File: config.mk
export PLATFORM = sky130hd
export DESIGN_NAME = tlv_frame_field_extractor
export DESIGN_NICKNAME = d
export VERILOG_FILES = /design/src/hw/rtl/tlvfe_pkg.sv /design/src/hw/rtl/tlvfe_rec_scan.sv /design/src/hw/rtl/tlv_frame_field_extractor.sv
export SDC_FILE = /design/constraint.sdc
export NUM_CORES = 1
export LEC_CHECK = 0
export BUFFER_PORTS_ARGS = -buffer_cell sky130_fd_sc_hd__buf_2
export CAP_MARGIN = 20
export CORE_MARGIN = 2
export CORE_UTILIZATION = 45
export CTS_CLUSTER_SIZE = 20
export DETAILED_ROUTE_END_ITERATION = 16
export HOLD_SLACK_MARGIN = 0.03
export PLACE_DENSITY = 0.67
export SLEW_MARGIN = 20
export SYNTH_ARGS = -nofsm -noshare
export SYNTH_HDL_FRONTEND = slang
export SYNTH_SLANG_ARGS = --single-unit
File: constraint.sdc
create_clock -name i_clk -period 7.45 [get_ports i_clk]
set_input_delay 1.49 -clock i_clk [delete_from_list [all_inputs] [get_ports i_clk]]
set_output_delay 1.49 -clock i_clk [all_outputs]
set_load 0.005 [all_outputs]
File: src/hw/rtl/tlvfe_pkg.sv
package tlvfe_pkg;

    // fixed frame header size in bytes
    localparam int unsigned HEADER_BYTES = 12;

    localparam logic [3:0] HDR_LAST = 4'(HEADER_BYTES - 1);

    // config register indexes
    localparam logic [1:0] CFG_FRAME_MAGIC  = 2'd0;
    localparam logic [1:0] CFG_WANTED_TAG   = 2'd1;
    localparam logic [1:0] CFG_EXPECTED_LEN = 2'd2;

    // record scan phases
    localparam logic [2:0] PH_TAG0 = 3'd0;
    localparam logic [2:0] PH_TAG1 = 3'd1;
    localparam logic [2:0] PH_LEN0 = 3'd2;
    localparam logic [2:0] PH_LEN1 = 3'd3;
    localparam logic [2:0] PH_SKIP = 3'd4;

    typedef enum logic [2:0] {
        ST_FOUND     = 3'd0,
        ST_ABSENT    = 3'd1,
        ST_LEN_MISM  = 3'd2,
        ST_BAD_MAGIC = 3'd3,
        ST_TOO_LONG  = 3'd4,
        ST_TRUNCATED = 3'd5
    } t_status;

    typedef struct packed {
        logic       mode;
        logic [7:0] data_byte;
    } t_in_word;

    typedef struct packed {
        logic [2:0]  status;
        logic [15:0] message_type;
        logic [31:0] frame_serial;
        logic [31:0] payload_length;
        logic [63:0] field_value;
        logic [15:0] value_length;
        logic [15:0] value_offset;
    } t_out_word;

    // record scanner state
    typedef struct packed {
        logic [2:0]  phase;
        logic [15:0] tag;
        logic [15:0] rlen;
        logic [15:0] vleft;
        logic        stopped;
        logic        found;
        logic [15:0] mlen;
    } t_scan_st;

endpackage

File: src/hw/rtl/tlvfe_rec_scan.sv
// One payload byte through the tag/length/value record walker.
module tlvfe_rec_scan import tlvfe_pkg::*; (
    input  t_scan_st    i_st,
    input  logic [7:0]  i_byte,
    input  logic [31:0] i_left,       // payload bytes left after this byte
    input  logic [15:0] i_wanted_tag,
    output t_scan_st    o_st,
    output logic        o_match
);

    logic [15:0] len_full;
    logic [15:0] vleft_dec;

    assign len_full  = {i_byte, i_st.rlen[7:0]};
    assign vleft_dec = (i_st.vleft != 16'd0) ? (i_st.vleft - 16'd1) : i_st.vleft;

    always_comb begin
        o_st    = i_st;
        o_match = 1'b0;
        case (i_st.phase)
            PH_TAG0: begin
                o_st.tag   = {8'h00, i_byte};
                o_st.phase = PH_TAG1;
            end
            PH_TAG1: begin
                o_st.tag   = {i_byte, i_st.tag[7:0]};
                o_st.phase = PH_LEN0;
            end
            PH_LEN0: begin
                o_st.rlen  = {8'h00, i_byte};
                o_st.phase = PH_LEN1;
            end
            PH_LEN1: begin
                o_st.rlen = len_full;
                if (i_left < 32'(len_full)) begin
                    // record overruns the payload
                    o_st.stopped = 1'b1;
                end else if (i_st.tag == i_wanted_tag) begin
                    o_st.found   = 1'b1;
                    o_st.stopped = 1'b1;
                    o_st.mlen    = len_full;
                    o_st.vleft   = len_full;
                    o_match      = 1'b1;
                end else if (len_full == 16'd0) begin
                    o_st.phase = PH_TAG0;
                end else begin
                    o_st.vleft = len_full;
                    o_st.phase = PH_SKIP;
                end
            end
            default: begin
                o_st.vleft = vleft_dec;
                if (vleft_dec == 16'd0) begin
                    o_st.phase = PH_TAG0;
                end
            end
        endcase
    end

endmodule

File: src/hw/rtl/tlv_frame_field_extractor.sv
// Channel   Dir  Handshake                  Word
// --------  ---  -------------------------  -------------------------------------
// in        in   i_in_valid / o_in_ready    t_in_word: mode, data_byte
// out       out  o_out_valid / i_out_ready  t_out_word: status, header, value
// cfg       in   i_cfg_valid / o_cfg_ready  i_cfg_index, i_cfg_data (always ready)
//
// One input word per cycle; its result, if any, shows on the out register the
// cycle after acceptance. The frame state and the out register are updated in
// the same edge from one pass of logic on the accepted byte.
// o_in_ready drops only while a result sits unread and i_out_ready is low.
// Reset (synchronous, active low) clears the config registers, frame state,
// the drop flag and out valid.
module tlv_frame_field_extractor import tlvfe_pkg::*; #(
    parameter int unsigned MAX_PAYLOAD = 65536
) (
    input  logic        i_clk,
    input  logic        i_rst_n,
    input  logic        i_in_valid,
    output logic        o_in_ready,
    input  t_in_word    i_in_data,
    output logic        o_out_valid,
    input  logic        i_out_ready,
    output t_out_word   o_out_data,
    input  logic        i_cfg_valid,
    output logic        o_cfg_ready,
    input  logic [1:0]  i_cfg_index,
    input  logic [15:0] i_cfg_data
);

    // payload counters hold 0..MAX_PAYLOAD
    localparam int unsigned CW = $clog2(MAX_PAYLOAD + 1);

    // config
    logic [15:0] r_frame_magic;
    logic [15:0] r_wanted_tag;
    logic [3:0]  r_expected_len;

    // frame state
    logic [3:0]    r_hdr_idx,  n_hdr_idx;
    logic [15:0]   r_magic,    n_magic;
    logic [15:0]   r_type,     n_type;
    logic [31:0]   r_len,      n_len;
    logic [31:0]   r_serial,   n_serial;
    logic [CW-1:0] r_left,     n_left;
    logic [CW-1:0] r_pos,      n_pos;
    t_scan_st      r_scan,     n_scan;
    logic [3:0]    r_taken,    n_taken;
    logic [63:0]   r_mval,     n_mval;
    logic [CW-1:0] r_moff,     n_moff;
    logic          r_drop,     n_drop;

    // out register
    logic          r_out_valid;
    t_out_word     r_out_data;
    t_out_word     n_res;
    logic          n_emit;

    t_scan_st      w_scan_nxt;
    logic          w_match;
    logic [CW-1:0] w_left_dec;  // payload bytes left after this byte
    logic          in_acc;
    logic          clr;
    logic          fin;     // payload done: report match result

    assign o_in_ready  = !r_out_valid || i_out_ready;
    assign o_cfg_ready = 1'b1;
    assign o_out_valid = r_out_valid;
    assign o_out_data  = r_out_data;
    assign in_acc      = i_in_valid && o_in_ready;
    assign w_left_dec  = (r_left != '0) ? (r_left - CW'(1)) : r_left;

    tlvfe_rec_scan u_scan (
        .i_st         (r_scan),
        .i_byte       (i_in_data.data_byte),
        .i_left       (32'(w_left_dec)),
        .i_wanted_tag (r_wanted_tag),
        .o_st         (w_scan_nxt),
        .o_match      (w_match)
    );

    always_comb begin
        n_hdr_idx = r_hdr_idx;
        n_magic   = r_magic;
        n_type    = r_type;
        n_len     = r_len;
        n_serial  = r_serial;
        n_left    = r_left;
        n_pos     = r_pos;
        n_scan    = r_scan;
        n_taken   = r_taken;
        n_mval    = r_mval;
        n_moff    = r_moff;
        n_drop    = r_drop;
        clr       = 1'b0;
        fin       = 1'b0;
        n_emit    = 1'b0;
        n_res     = '0;

        if (i_in_data.mode) begin
            // connection closed
            if (r_drop) begin
                n_drop = 1'b0;
                clr    = 1'b1;
            end else if (r_hdr_idx != 4'd0) begin
                n_emit       = 1'b1;
                n_res.status = ST_TRUNCATED;
                clr          = 1'b1;
            end
        end else if (!r_drop) begin
            if (r_hdr_idx < 4'(HEADER_BYTES)) begin
                case (r_hdr_idx)
                    4'd0:                      n_magic[7:0]  = i_in_data.data_byte;
                    4'd1:                      n_magic[15:8] = i_in_data.data_byte;
                    4'd2, 4'd3:
                        n_type[8*r_hdr_idx[0] +: 8]       = i_in_data.data_byte;
                    4'd4, 4'd5, 4'd6, 4'd7:
                        n_len[8*r_hdr_idx[1:0] +: 8]      = i_in_data.data_byte;
                    default:
                        n_serial[8*r_hdr_idx[1:0] +: 8]   = i_in_data.data_byte;
                endcase
                n_hdr_idx = r_hdr_idx + 4'd1;
                if (r_hdr_idx == HDR_LAST) begin
                    if (n_magic != r_frame_magic) begin
                        n_emit       = 1'b1;
                        n_res.status = ST_BAD_MAGIC;
                        clr          = 1'b1;
                        n_drop       = 1'b1;
                    end else if (33'(n_len) > 33'(MAX_PAYLOAD)) begin
                        n_emit       = 1'b1;
                        n_res.status = ST_TOO_LONG;
                        clr          = 1'b1;
                        n_drop       = 1'b1;
                    end else if (n_len == 32'd0) begin
                        n_emit       = 1'b1;
                        n_res.status = ST_ABSENT;
                        clr          = 1'b1;
                    end else begin
                        n_left = CW'(n_len);
                        n_pos  = '0;
                    end
                end
            end else begin
                // payload byte
                n_left = w_left_dec;
                n_pos  = r_pos + CW'(1);
                if (r_scan.found) begin
                    if (r_scan.vleft != 16'd0) begin
                        if (!r_taken[3]) begin
                            n_mval[8*r_taken[2:0] +: 8] = i_in_data.data_byte;
                            n_taken = r_taken + 4'd1;
                        end
                        n_scan.vleft = r_scan.vleft - 16'd1;
                    end
                end else if (!r_scan.stopped) begin
                    n_scan = w_scan_nxt;
                    if (w_match) begin
                        n_moff = r_pos + CW'(1);
                    end
                end
                if (n_left == '0) begin
                    fin    = 1'b1;
                    n_emit = 1'b1;
                    clr    = 1'b1;
                end
            end
        end

        if (fin) begin
            if (n_scan.found) begin
                n_res.value_length = n_scan.mlen;
                n_res.value_offset = 16'(n_moff);
                if (r_expected_len != 4'd0 && n_scan.mlen != {12'd0, r_expected_len}) begin
                    n_res.status = ST_LEN_MISM;
                end else begin
                    n_res.status      = ST_FOUND;
                    n_res.field_value = n_mval;
                end
            end else begin
                n_res.status = ST_ABSENT;
            end
        end
        n_res.message_type   = n_type;
        n_res.frame_serial   = n_serial;
        n_res.payload_length = n_len;

        if (clr) begin
            n_hdr_idx = '0;
            n_magic   = '0;
            n_type    = '0;
            n_len     = '0;
            n_serial  = '0;
            n_left    = '0;
            n_pos     = '0;
            n_scan    = '0;
            n_taken   = '0;
            n_mval    = '0;
            n_moff    = '0;
        end
    end

    // config registers
    always_ff @(posedge i_clk) begin
        if (!i_rst_n) begin
            r_frame_magic  <= '0;
            r_wanted_tag   <= '0;
            r_expected_len <= '0;
        end else if (i_cfg_valid) begin
            case (i_cfg_index)
                CFG_FRAME_MAGIC:  r_frame_magic  <= i_cfg_data;
                CFG_WANTED_TAG:   r_wanted_tag   <= i_cfg_data;
                CFG_EXPECTED_LEN: r_expected_len <= i_cfg_data[3:0];
                default: ;
            endcase
        end
    end

    // frame state
    always_ff @(posedge i_clk) begin
        if (!i_rst_n) begin
            r_hdr_idx <= '0;
            r_magic   <= '0;
            r_type    <= '0;
            r_len     <= '0;
            r_serial  <= '0;
            r_left    <= '0;
            r_pos     <= '0;
            r_scan    <= '0;
            r_taken   <= '0;
            r_mval    <= '0;
            r_moff    <= '0;
            r_drop    <= 1'b0;
        end else if (in_acc) begin
            r_hdr_idx <= n_hdr_idx;
            r_magic   <= n_magic;
            r_type    <= n_type;
            r_len     <= n_len;
            r_serial  <= n_serial;
            r_left    <= n_left;
            r_pos     <= n_pos;
            r_scan    <= n_scan;
            r_taken   <= n_taken;
            r_mval    <= n_mval;
            r_moff    <= n_moff;
            r_drop    <= n_drop;
        end
    end

    // result register
    always_ff @(posedge i_clk) begin
        if (!i_rst_n) begin
            r_out_valid <= 1'b0;
        end else if (in_acc && n_emit) begin
            r_out_valid <= 1'b1;
        end else if (i_out_ready) begin
            r_out_valid <= 1'b0;
        end
    end

    always_ff @(posedge i_clk) begin
        if (in_acc && n_emit) begin
            r_out_data <= n_res;
        end
    end

endmodule

### Yosys cells after proc, flatten, opt, wreduce, memory -nomap -nowiden

Cells that the tools add are included.

| cells by class | value |
|---|---|
| add/subtract/negate cells | 8 |
| order comparisons | 3 |
| equality and inequality tests | 35 |
| shifts and indexed selects | 6 |
| muxes and demuxes | 138 |
| bitwise operators | 2 |
| reductions and logical operators | 43 |

Operator list:

| kind | number |
|---|---|
| 2-to-1 mux 64 bit | 7 |
| 2-to-1 mux 32 bit | 13 |
| 2-to-1 mux 69 bit | 5 |
| 2-to-1 mux 16 bit | 21 |
| 2-to-1 mux 17 bit | 18 |
| case mux 16 bit (2 select lines) | 3 |
| bitwise mux 32 bit | 2 |
| bitwise mux 64 bit | 1 |
| 2-to-1 mux 8 bit | 8 |
| variable shift 8 x 34 -> 64 bit, first input constant | 1 |
| indexed part select 8 x 34 -> 64 bit | 1 |
| 2-to-1 mux 18 bit | 3 |
| 2-to-1 mux 4 bit | 11 |
| 2-to-1 mux 3 bit | 14 |
| 2-to-1 mux 35 bit | 1 |
| negator 4 -> 34 bit | 1 |
| negator 5 -> 34 bit | 1 |
| negator 6 -> 34 bit | 1 |
| variable shift 8 x 34 -> 16 bit, first input constant | 1 |
| variable shift 8 x 34 -> 32 bit, first input constant | 1 |
| indexed part select 8 x 34 -> 16 bit | 1 |
| indexed part select 8 x 34 -> 32 bit | 1 |
| > comparator 32 x 17 -> 1 bit, second input constant | 1 |
| zero test 16 bit | 2 |
| other kinds (54) | 116 |

| storage, ports and cells | value |
|---|---|
| flip-flop bits (word level) | 496 |
| bits of input ports | 32 |
| logic and storage cells | 266 |

### Depth between registers and ports, before layout

Gate-level depths: netlist of run 1.

| depth | value |
|---|---|
| depth after elaboration | 17 |
| mapped depth | 22 |
| mapped depth without buffers | 18 |

### By module

From an unflattened synthesis of run 1, not the netlist that was laid out.

| unflattened totals | value |
|---|---|
| cell total of the unflattened synthesis | 2,996 |
| area total of the unflattened synthesis | 26,665.6 um^2 |

Modules (own cells, without submodules):

| module | instances | cells an instance | area an instance (um^2) | seq. area each (um^2) |
|---|---|---|---|---|
| tlv_frame_field_extractor | 1 | 2,643 | 24,304.6 | 11,861.4 |
| tlvfe_rec_scan | 1 | 353 | 2,361.0 | 0.0 |

### Least setup slack after synthesis of run 1

Ideal clock, no wire load.

| timing path | value |
|---|---|
| kind | input -> register |
| from | in i_in_data[2] in the netlist's numbering |
| to | reg r_out_data, in the netlist o_out_data[0] (enable) |
| arrival time | 7.157 ns |
| setup slack | -0.239 ns |
| cell stages on the path | 11 |
| cell sequence | clkbuf_1 inv_1 nand4_1 a22o_1 or4_1 o31ai_1 a2111o_1 a21oi_4 buf_2 or3_1 inv_1 |

| between the ends | value |
|---|---|
| cells in the longest elaborated chain, start to end | 15 |
| elaborated cells between the ends (all ways) | 25 |
| classes of those cells | order compare (1); eq/ne (1); shift (1); mux (20); reduce/logical (2) |

Ends and longest elaborated chain:

| item | RTL line | source |
|---|---|---|
| start, declared | tlv_frame_field_extractor.sv:20 | `input t_in_word i_in_data,` |
| parallel branches: the longest is 9 deep, another holds > comparator 32 x 17 -> 1 bit | n/a |  |
| 2-to-1 mux 1 bit (*) | tlv_frame_field_extractor.sv:123 | `if (n_magic != r_frame_magic) begin` |
| 2-to-1 mux 1 bit (*) | tlv_frame_field_extractor.sv:122 | `if (r_hdr_idx == HDR_LAST) begin` |
| 2-to-1 mux 1 bit (*) | tlv_frame_field_extractor.sv:110 | `if (r_hdr_idx < 4'(HEADER_BYTES)) begin` |
| 2-to-1 mux 1 bit (*) | tlv_frame_field_extractor.sv:109 | `end else if (!r_drop) begin` |
| 2-to-1 mux 1 bit (*) | tlv_frame_field_extractor.sv:99 | `if (i_in_data.mode) begin` |
| logical AND 1 bit (*) | tlv_frame_field_extractor.sv:260 | `if (in_acc && n_emit) begin` |
| end signal, assigned | tlv_frame_field_extractor.sv:261 | `r_out_data <= n_res;` |
| end, declared | tlv_frame_field_extractor.sv:54 | `t_out_word r_out_data;` |

Mark *: on every way between the ends. The select of a mux whose other input is x is not followed.
A chain may end at the register's enable or synchronous reset.

### Worst setup path in the final report of run 1

| timing path | value |
|---|---|
| from | reg r_left[0] |
| to | reg r_out_data, in the netlist o_out_data[84], data pin |

| between the ends | value |
|---|---|
| cells in the longest elaborated chain, start to end | 13 |
| elaborated cells between the ends (all ways) | 21 |
| classes of those cells | add/sub (1); order compare (1); eq/ne (1); mux (12); bitwise (2); reduce/logical (4) |

Ends and longest elaborated chain:

| item | RTL line | source |
|---|---|---|
| start, declared | tlv_frame_field_extractor.sv:44 | `logic [CW-1:0] r_left, n_left;` |
| start signal, assigned | tlv_frame_field_extractor.sv:238 | `r_left <= n_left;` |
| subtractor 17 x 1 -> 17 bit / nonzero test 17 bit (equally long branches) | tlv_frame_field_extractor.sv:70 | `assign w_left_dec = (r_left != '0) ? (r_left - CW'(1)) : r_left;` |
| 2-to-1 mux 17 bit (*) | tlv_frame_field_extractor.sv:70 |  |
| < comparator 17 x 16 -> 1 bit | tlvfe_rec_scan.sv:35 | `if (i_left < 32'(len_full)) begin` |
| 2-to-1 mux 17 bit | tlvfe_rec_scan.sv:35 |  |
| 2-to-1 mux 18 bit | tlvfe_rec_scan.sv:20 | `case (i_st.phase)` |
| 2-to-1 mux 69 bit | tlv_frame_field_extractor.sv:154 | `end else if (!r_scan.stopped) begin` |
| 2-to-1 mux 18 bit | tlv_frame_field_extractor.sv:146 | `if (r_scan.found) begin` |
| 2-to-1 mux 69 bit | tlv_frame_field_extractor.sv:110 |  |
| 2-to-1 mux 69 bit | tlv_frame_field_extractor.sv:109 |  |
| 2-to-1 mux 69 bit | tlv_frame_field_extractor.sv:99 |  |
| != test 16 x 4 -> 1 bit | tlv_frame_field_extractor.sv:172 | `if (r_expected_len != 4'd0 && n_scan.mlen != {12'd0, r_expected_len}) begin` |
| logical AND 1 bit | tlv_frame_field_extractor.sv:172 |  |
| OR reduction 3 bit (no source line) (*) | n/a |  |

Mark *: on every way between the ends. The rest lies on a longest branch, timed or not. The select of a mux whose other input is x is not followed.

==> results.sh, run 1 <==
export IMPL_max_freq_ghz=0.163
export IMPL_drv_cap=0
export IMPL_synth_cells=2544
export IMPL_rr_endpoint="o_out_data[84]$_SDFFCE_PP0P_"
export IMPL_ys_ff_latch=495
export IMPL_dr_pass1_iters=7
export IMPL_syn_area_per_cell_um2=9.07
export IMPL_via_count=20300
export IMPL_postSynth_asyncResetShare_pct=0
export IMPL_maxSlewHeadroom_pct=22.2
export IMPL_min_path_type="reg2reg"
export IMPL_layout_common_cells="nand2_1 (444), dfxtp_1 (316), a21oi_1 (247)"
export IMPL_ctsRootBufferMaster="clkbuf_16"
export IMPL_dieArea_um2=53100
export IMPL_fin_skew_ps=43.6
export IMPL_path_class="reg2reg"
export IMPL_critPathTopFamily="simple AND/OR/NAND/NOR gates"
export IMPL_min_from="r_serial[15]$_SDFFE_PN0P_"
export IMPL_post_cts_buffers=0
export IMPL_final_common_cell="nand2_1"
export IMPL_die_h_um=230
export IMPL_finalCritPeriodShare_pct=82.1
export IMPL_port_buffers=212
export IMPL_leakage_uw=0.00917
export IMPL_holdBufCountCts=0
export IMPL_slowest_stage="buf_4"
export IMPL_grt_setup_unrepaired="false"
export IMPL_drt_first_iter_violations=2480
export IMPL_report_final_slew_viol_count=0
export IMPL_rrSetupSlack_ps=1330
export IMPL_clk_latency_ps=630
export IMPL_synth_ff_type="dfxtp_1"
export IMPL_vias_per_cell=6.04
export IMPL_routed_wirelength_mm=71.4
export IMPL_hold_path_cell_count=2
export IMPL_cts_tree="done"
export IMPL_nets=2712
export IMPL_seq_area_frac_synth_pct=50.7
export IMPL_antenna_found_initial=2
export IMPL_end_kind="register"
export IMPL_grt_pass1_vias=18800
export IMPL_critPathArrivalTime_ps=6590
export IMPL_grtUsageTotal_pct=25.8
export IMPL_clk_path_buf_depth=3
export IMPL_path_cells="inv_1, ha_1, or3b_2, or3_1, or4_1, or4_1, xnor2_1, ha_1, nand3_1, nor4_1, a221oi_1, nand3_1, a31o_2, nand3_2, buf_4, nand2_1, nand3_1, nand2b_2, buf_12, a21oi_1"
export IMPL_cts_reportedPaths_clkPinSlew_ps=60
export IMPL_r2r_start="r_left[0]$_SDFFE_PN0P_"
export IMPL_avgRoutedWirePerCell_um=21.2
export IMPL_die_w_um=230
export IMPL_worst_path_buf_inv=3
export IMPL_clock_sinks=495
export IMPL_synth_edf_count=179
export IMPL_cp_start_kind="register"
export IMPL_synth_cell_types=80
export IMPL_critPathMaxStageDelay_ps=550
export IMPL_cts_resized=0
export IMPL_cp_required_ps=7920
export IMPL_place_hpwl_mm=47.7
export IMPL_place_area_um2=24500
export IMPL_fin_area_um2=26500
export IMPL_setup_violations=0
export IMPL_cpMostUsedCell="nand3_1"
export IMPL_tightestPinTransition_ps=1160
export IMPL_rows=82
export IMPL_ant_nets=0
export IMPL_drive_gt1_share_pct=15.0
export IMPL_numCtsBuffers=51
export IMPL_max_vdd_ir_drop_mv=0.183
export IMPL_hold_violations=0
export IMPL_gp_congestion=0.908
export IMPL_area_growth_syn_to_layout_pct=14.6
export IMPL_yosysWarnings=0
export IMPL_core_um2=50400
export IMPL_ff2ff_path_depth=20
export IMPL_io_pins=214
export IMPL_initial_core_util_pct=45.8
export IMPL_grt_pass1_wl_mm=108
export IMPL_fin_crit_ps=6120
export IMPL_status="finished clean"
export IMPL_drc_errors=0
export IMPL_path_max_fanout=64
export IMPL_hold_end="r_serial[15]$_SDFFE_PN0P_"
export IMPL_power_density_nw_per_um2=232
export IMPL_synthesis_nets=2607
export IMPL_fin_setup_tns_ps=0
export IMPL_grt_max_degree=94
export IMPL_syn_area_um2=23100
export IMPL_htree_num_levels=2
export IMPL_grt_overflow_total=0
final cells by class:
class	instances	area (µm²)
Tap cell	672	841
Multi-Input combinational cell	1817	10500
Clock inverter	29	458
Antenna cell	1	2.50
Clock buffer	66	1420
Inverter	38	149
Sequential cell	495	11700
Timing Repair Buffer	246	1360
Fill cell	4497	23900
worst max-delay path by stage:
stage                                      start                            to  slack (ps)  cells past startpoint
after floorplan                     i_in_data[2]   o_out_data[0]$_SDFFCE_PN0P_         250                     11
after global placement    r_left[0]$_SDFFE_PN0P_  o_out_data[62]$_SDFFCE_PP0P_        1660                     19
after detailed placement  r_left[0]$_SDFFE_PN0P_  o_out_data[84]$_SDFFCE_PP0P_        1480                     20
after CTS                 r_left[0]$_SDFFE_PN0P_  o_out_data[42]$_SDFFCE_PP0P_        1420                     20
after global routing      r_left[0]$_SDFFE_PN0P_  o_out_data[86]$_SDFFCE_PP0P_         960                     20
final                     r_left[0]$_SDFFE_PN0P_  o_out_data[84]$_SDFFCE_PP0P_        1330                     20
cells by family (layout without fill, tap and decap cells):
logic type      after synthesis  count (layout)  share of synthesized area, %
compound gates              596             596                          16.7
flops                       495             495                          50.7
xor+xnor                     76              76                          2.88
simple gates               1035            1035                          20.5
mux                          78              78                          3.49
other cells                   1               2                        0.0162
fa+ha+maj                    31              31                          1.68
buf+inv                     232             379                          4.08
tightest hold or removal path: stages, from the launching register on:
cell and delay (ps):
dfxtp_1 310, nand2_1 50, a21oi_1 50
routing by layer:
layer,vias up,wire length (µm),track usage (%),part of all wire (%)
met3,156,5940,4.89,8.3
met4,2,2180,8.99,3.1
li1,9378,-,-,-
met2,942,33000,40.9,46
met5,-,13,0,0.018
met1,9836,30300,35.4,42
cells in the mapped netlist, types with 19 or more instances:
library cell,count,area (µm²)
nand2_1,445,1670
dfxtp_1,316,6330
a21oi_1,248,1240
nand3_1,219,1100
edfxtp_1,179,5380
nor2_1,179,672
clkbuf_1,150,563
o21ai_0,96,480
mux2i_1,59,591
xnor2_1,56,490
o2bb2ai_1,49,429
a22o_1,44,385
inv_1,37,139
o22ai_1,35,219
ha_1,31,388
nor4_1,29,181
nor3_1,27,135
nand4_1,24,150
a32o_1,22,220
xor2_1,20,175
buf_2,19,95.1
mux2_2,19,214
stage by stage:
step	hold slack (ps)	worst slack, ps	cells	power (µW)	util (%)
6_report	452	1330	3364	6140	52.5
5_1_grt	474	958	3364	6310	52.5
4_1_cts	452	1420	3362	6150	52.4
3_5_place_dp	444	1480	3267	3340	48.7
3_3_place_gp	435	1660	3267	3340	48.7
2_1_floorplan	429	246	2544	3170	-
power breakdown:
group | internal [µW] | leakage, µW | switching, µW
Combinational | 112 | 0.00412 | 302
Sequential | 2850 | 0.00415 | 31.6
Clock | 1700 | 0.000900 | 1140
registers in the layout (all words and copies together), names as in the netlist:
name / count
r_pos: 16
r_taken: 4
r_drop: 1
r_frame_magic: 16
r_left: 17
r_serial: 32
o_out_valid: 1
r_magic: 16
r_hdr_idx: 4
r_len: 32
r_moff: 16
r_mval: 64
r_expected_len: 4
o_out_data: 179
r_scan: 61
r_wanted_tag: 16
r_type: 16
(Power assumes the default switching activity.)
==> run 2: changes to the inputs <==
==> constraint.sdc (replaced) <==
create_clock -name i_clk -period 5.59 [get_ports i_clk]
set_input_delay 1.118 -clock i_clk [delete_from_list [all_inputs] [get_ports i_clk]]
set_output_delay 1.118 -clock i_clk [all_outputs]
set_load 0.005 [all_outputs]
==> run 2 against run 1 <==
Clock power grew 25%. Non-clock buffer count grew 32. Critical path type unchanged. Highest routed layer is now met4. Setup slack lost 1000 ps. Total power grew 30%. Global-route usage grew 0.24 points. First-iteration DRC count shrank 2.6%.
==> results.sh, run 2 (same netlist as run 1, synthesis figures left out) <==
export IMPL_layout_setup_ws_ps=312
export IMPL_htree_num_levels=2
export IMPL_status="finished clean"
export IMPL_drt_first_iter_violations=2416
export IMPL_setup_violations=0
export IMPL_dieArea_um2=53100
export IMPL_antenna_found_initial=3
export IMPL_clk_latency_ps=620
export IMPL_cpMostUsedCell="nand3_1"
export IMPL_clock_sinks=495
export IMPL_hold_path_cell_count=2
export IMPL_dr_wl_met2_mm=33.2
export IMPL_area_growth_syn_to_layout_pct=15.7
export IMPL_core_um2=50400
export IMPL_cts_tree="done"
export IMPL_top_layer="met4"
export IMPL_path_class="reg2reg"
export IMPL_report_final_slew_viol_count=0
export IMPL_holdBufCountCts=0
export IMPL_numCtsBuffers=53
export IMPL_path_max_fanout=64
export IMPL_path_cells="inv_1, ha_1, or3b_2, or3_1, or4_1, or4_1, xnor2_1, ha_1, nand3_1, nor4_2, a221oi_1, nand3_1, a31o_2, nand3_2, or3_1, nand3_1, nand2b_2, buf_12, a21oi_1"
export IMPL_min_path_type="reg2reg"
export IMPL_critPathArrivalTime_ps=5730
export IMPL_diodes=0
export IMPL_grtUsageTotal_pct=26.1
export IMPL_critPathTopFamily="simple AND/OR/NAND/NOR gates"
export IMPL_hold_violations=0
export IMPL_critPathMaxStageDelay_ps=540
export IMPL_maxSlewHeadroom_pct=24.5
export IMPL_place_hpwl_mm=48.4
export IMPL_initial_core_util_pct=45.8
export IMPL_nets=2746
export IMPL_tightestPinTransition_ps=1120
export IMPL_port_buffers=212
export IMPL_die_h_um=230
export IMPL_routed_wirelength_mm=71.6
export IMPL_post_route_util_pct=53.0
export IMPL_ant_nets=0
export IMPL_grt_max_degree=116
export IMPL_layout_common_cells="nand2_1 (444), dfxtp_1 (314), a21oi_1 (246)"
export IMPL_via_count=20400
export IMPL_fin_skew_ps=24.3
export IMPL_ctsRootBufferMaster="clkbuf_16"
export IMPL_dr_pass1_iters=6
export IMPL_io_pins=214
export IMPL_cp_start_kind="register"
export IMPL_fin_hold_ws_ps=450
export IMPL_drive_gt1_share_pct=16.0
export IMPL_final_common_cell="nand2_1"
export IMPL_finalCritPeriodShare_pct=94.4
export IMPL_vias_per_cell=5.99
export IMPL_route_met3_wl_mm=6.14
export IMPL_drv_cap=0
export IMPL_leakage_uw=0.00931
export IMPL_end_kind="register"
export IMPL_grt_setup_unrepaired="false"
export IMPL_worst_path_buf_inv=2
export IMPL_rows=82
export IMPL_ff2ff_path_depth=19
export IMPL_place_ws_ps=287
export IMPL_cts_reportedPaths_clkPinSlew_ps=60
export IMPL_cts_resized=0
export IMPL_fin_area_um2=26700
export IMPL_largest_reg_flops=179
export IMPL_slowest_stage="or3b_2"
export IMPL_fin_crit_ps=5280
export IMPL_grt_pass1_vias=18800
export IMPL_clk_path_buf_depth=3
export IMPL_drc_errors=0
export IMPL_die_w_um=230
export IMPL_path_depth=19
export IMPL_max_freq_ghz=0.189
export IMPL_post_cts_buffers=0
export IMPL_wl_met1_mm=30.2
export IMPL_cp_required_ps=6050
export IMPL_gp_congestion=0.911
export IMPL_avgRoutedWirePerCell_um=21.1
export IMPL_power_density_nw_per_um2=299
export IMPL_grt_pass1_wl_mm=109
export IMPL_max_vdd_ir_drop_mv=0.207
export IMPL_grt_overflow_total=0
export IMPL_place_area_um2=24900
-- run 2: per-stage QoR --
step / total power [µW] / instances / setup TNS, ps
after floorplan: 4240 / 2544 / -159080
after global placement: 4480 / 3300 / 0
after detailed placement: 4490 / 3300 / 0
after CTS: 8020 / 3399 / 0
after global routing: 8210 / 3399 / 0
final: 7990 / 3399 / 0
-- run 2: per-layer routing --
metal  vias up  global-route usage [%]
met2       973                    42.4
li1       9449                       -
met4         0                    8.47
met5         -                       0
met1      9792                    35.4
met3       150                    4.32
-- run 2: worst paths after layout --
path / startpoint / to / slack (ps)
max: r_left[0]$_SDFFE_PN0P_ / o_out_data[48]$_SDFFCE_PP0P_ / 310
min: r_type[1]$_SDFFE_PN0P_ / r_type[1]$_SDFFE_PN0P_ / 450
max reg2reg: r_left[0]$_SDFFE_PN0P_ / o_out_data[48]$_SDFFCE_PP0P_ / 310
min reg2reg: r_type[1]$_SDFFE_PN0P_ / r_type[1]$_SDFFE_PN0P_ / 450
-- run 2: final cells by class --
| cell class | count | area [µm²] |
|---|---|---|
| multi-input combinational | 1817 | 10600 |
| timing repair buffer | 278 | 1670 |
| clock buffer | 85 | 1620 |
| clock inverter | 14 | 154 |
| tap | 672 | 841 |
| fill | 4532 | 23700 |
| inverter | 38 | 159 |
| sequential | 495 | 11700 |
-- run 2: worst register-to-register path: cells and delay by family, from the launching register on --
family                     cells  cell delay, ps
AOI/OAI and AO/OA              3             600
DFF                            1             350
buffers and inverters          2             320
xor gates and xnor gates       1             170
adders and majority gates      2             500
and+or+nand+nor               11            3180
-- run 2: power breakdown --
group | switching [µW] | leakage (µW) | internal [µW]
sequential | 44.7 | 0.00416 | 3800
combinational | 409 | 0.00429 | 172
clock | 1480 | 0.000865 | 2080
total | 1940 | 0.00931 | 6050
==> run 3: changes to the inputs <==
--- a/config.mk
+++ b/config.mk
@@ -12,6 +12,7 @@
 export CTS_CLUSTER_SIZE = 20
 export DETAILED_ROUTE_END_ITERATION = 16
 export HOLD_SLACK_MARGIN = 0.03
+export MAX_ROUTING_LAYER = met4
 export PLACE_DENSITY = 0.67
 export SLEW_MARGIN = 20
 export SYNTH_ARGS = -nofsm -noshare
==> run 3 against run 2 <==
Flip-flop and latch count unchanged. Total power shrank 1.5%. Worst hold slack got worse by 2.0 ps. Wire length grew 0.50%. First-iteration DRC count up 11%. Largest power group unchanged.
==> results.sh, run 3 (same netlist as run 1, synthesis figures left out) <==
export IMPL_status="finished clean"
export IMPL_cp_required_ps=6040
export IMPL_nets=2743
export IMPL_place_area_um2=24900
export IMPL_fin_skew_ps=35.7
export IMPL_cts_tree="done"
export IMPL_report_final_slew_viol_count=0
export IMPL_cpMostUsedCell="nand3_1"
export IMPL_post_cts_buffers=0
export IMPL_drc_errors=0
export IMPL_io_pins=214
export IMPL_path_max_fanout=32
export IMPL_numCtsBuffers=51
export IMPL_die_h_um=230
export IMPL_hold_violations=0
export IMPL_final_common_cell="nand2_1"
export IMPL_dr_pass1_iters=6
export IMPL_gp_congestion=0.936
export IMPL_leakage_uw=0.00929
export IMPL_fin_area_um2=26700
export IMPL_max_vdd_ir_drop_mv=0.205
export IMPL_grtUsageTotal_pct=27.0
export IMPL_worst_path_buf_inv=2
export IMPL_p_total_uw=7870
export IMPL_largest_reg_flops=179
export IMPL_min_path_type="reg2reg"
export IMPL_antenna_found_initial=2
export IMPL_grt_overflow_total=0
export IMPL_ctsRootBufferMaster="clkbuf_16"
export IMPL_maxSlewHeadroom_pct=27.6
export IMPL_vias_per_cell=6.00
export IMPL_finalCritPeriodShare_pct=96.3
export IMPL_clk_latency_ps=620
export IMPL_clock_sinks=495
export IMPL_cts_reportedPaths_clkPinSlew_ps=70
export IMPL_path_class="reg2reg"
export IMPL_power_density_nw_per_um2=295
export IMPL_initial_core_util_pct=45.8
export IMPL_routed_wirelength_mm=72.0
export IMPL_area_growth_syn_to_layout_pct=15.5
export IMPL_path_cells="inv_1, ha_1, or3b_2, or3_1, or4_4, or4_1, xnor2_2, ha_1, nand3_1, nor4_4, a221oi_1, nand3_1, a31o_2, nand3_2, or3_1, nand3_1, nand2b_2, clkbuf_16, a21oi_1"
export IMPL_ant_nets=0
export IMPL_layout_common_cells="nand2_1 (444), dfxtp_1 (314), a21oi_1 (247)"
export IMPL_drt_first_iter_violations=2686
export IMPL_core_um2=50400
export IMPL_fin_crit_ps=5390
export IMPL_dieArea_um2=53100
export IMPL_drv_cap=0
export IMPL_avgRoutedWirePerCell_um=21.2
export IMPL_grt_pass1_vias=19000
export IMPL_grt_pass1_wl_mm=110
export IMPL_tightestPinTransition_ps=1090
export IMPL_end_kind="register"
export IMPL_port_buffers=212
export IMPL_slowest_stage="or3b_2"
export IMPL_cp_start_kind="register"
export IMPL_htree_num_levels=2
export IMPL_place_hpwl_mm=48.1
export IMPL_drive_gt1_share_pct=15.9
export IMPL_setup_violations=0
export IMPL_n_fill_cell=4516
export IMPL_clk_path_buf_depth=3
export IMPL_rows=82
export IMPL_critPathTopFamily="simple AND/OR/NAND/NOR gates"
export IMPL_max_freq_ghz=0.186
export IMPL_critPathArrivalTime_ps=5840
export IMPL_die_w_um=230
export IMPL_grt_max_degree=116
export IMPL_critPathMaxStageDelay_ps=530
export IMPL_via_count=20400
==> run 3: what timing repair did <==
item | in CTS | in global routing
endpoints found under the setup margin | 0 | 88
endpoints found under the hold margin | 0 | 0
gates resized for setup | 0 | 5
hold buffers | 0 | 0
==> run 3: through the flow <==
step / TNS, ps / setup slack (ps) / hold WS, ps / instances / util (%)
floorplan: -159080 / -889 / 429 / 2544 / -
global placement: 0 / 501 / 435 / 3297 / 49.4
detailed placement: 0 / 300 / 442 / 3298 / 49.4
CTS: 0 / 315 / 451 / 3393 / 52.8
global route: -1840 / -76.8 / 468 / 3395 / 52.9
finish: 0 / 204 / 448 / 3396 / 52.9
==> run 3: layout make-up <==
class / count / area (µm²) / share of cell area [%]
Antenna cell: 2 / 5.00 / 0.0188
Multi-Input combinational cell: 1817 / 10600 / 39.6
Clock buffer: 78 / 1470 / 5.50
Tap cell: 672 / 841 / 3.15
Timing Repair Buffer: 277 / 1710 / 6.40
Sequential cell: 495 / 11700 / 43.9
Clock inverter: 17 / 213 / 0.798
Inverter: 38 / 159 / 0.596
==> run 3: final timing paths <==
path                                                endpoint  cells past startpoint  slack [ps]                    from
worst min-delay path                  r_type[2]$_SDFFE_PN0P_                      2         450  r_type[2]$_SDFFE_PN0P_
worst max-delay path            o_out_data[42]$_SDFFCE_PP0P_                     19         200  r_left[0]$_SDFFE_PN0P_
worst min register to register        r_type[2]$_SDFFE_PN0P_                      2         450  r_type[2]$_SDFFE_PN0P_
worst max register to register  o_out_data[42]$_SDFFCE_PP0P_                     19         200  r_left[0]$_SDFFE_PN0P_
==> run 3: power breakdown <==
group,internal (µW),switching (µW)
combinational,173,410
sequential,3800,45.4
clock,2000,1440
total,5970,1900
==> run 3: worst reg2reg max path, cell delays in order, from the launching register on <==
cell and delay [ps]:
dfxtp_1 340, inv_1 150, ha_1 210, or3b_2 530, or3_1 390, or4_4 460, or4_1 480, xnor2_2 190
ha_1 310, nand3_1 160, nor4_4 340, a221oi_1 140, nand3_1 100, a31o_2 170, nand3_2 110, or3_1 400
nand3_1 130, nand2b_2 170, clkbuf_16 260, a21oi_1 200
==> run 3: layer usage <==
layer  routed length, µm  up-vias  global-route usage [%]  part of all wire (%)
li1                    -     9442                       -                     -
met1               30300     9856                    35.8                    42
met2               33300      905                    41.7                    46
met3                5820      175                    4.57                   8.1
met4                2540        0                    9.33                   3.5
met5                   0        -                       -                     0
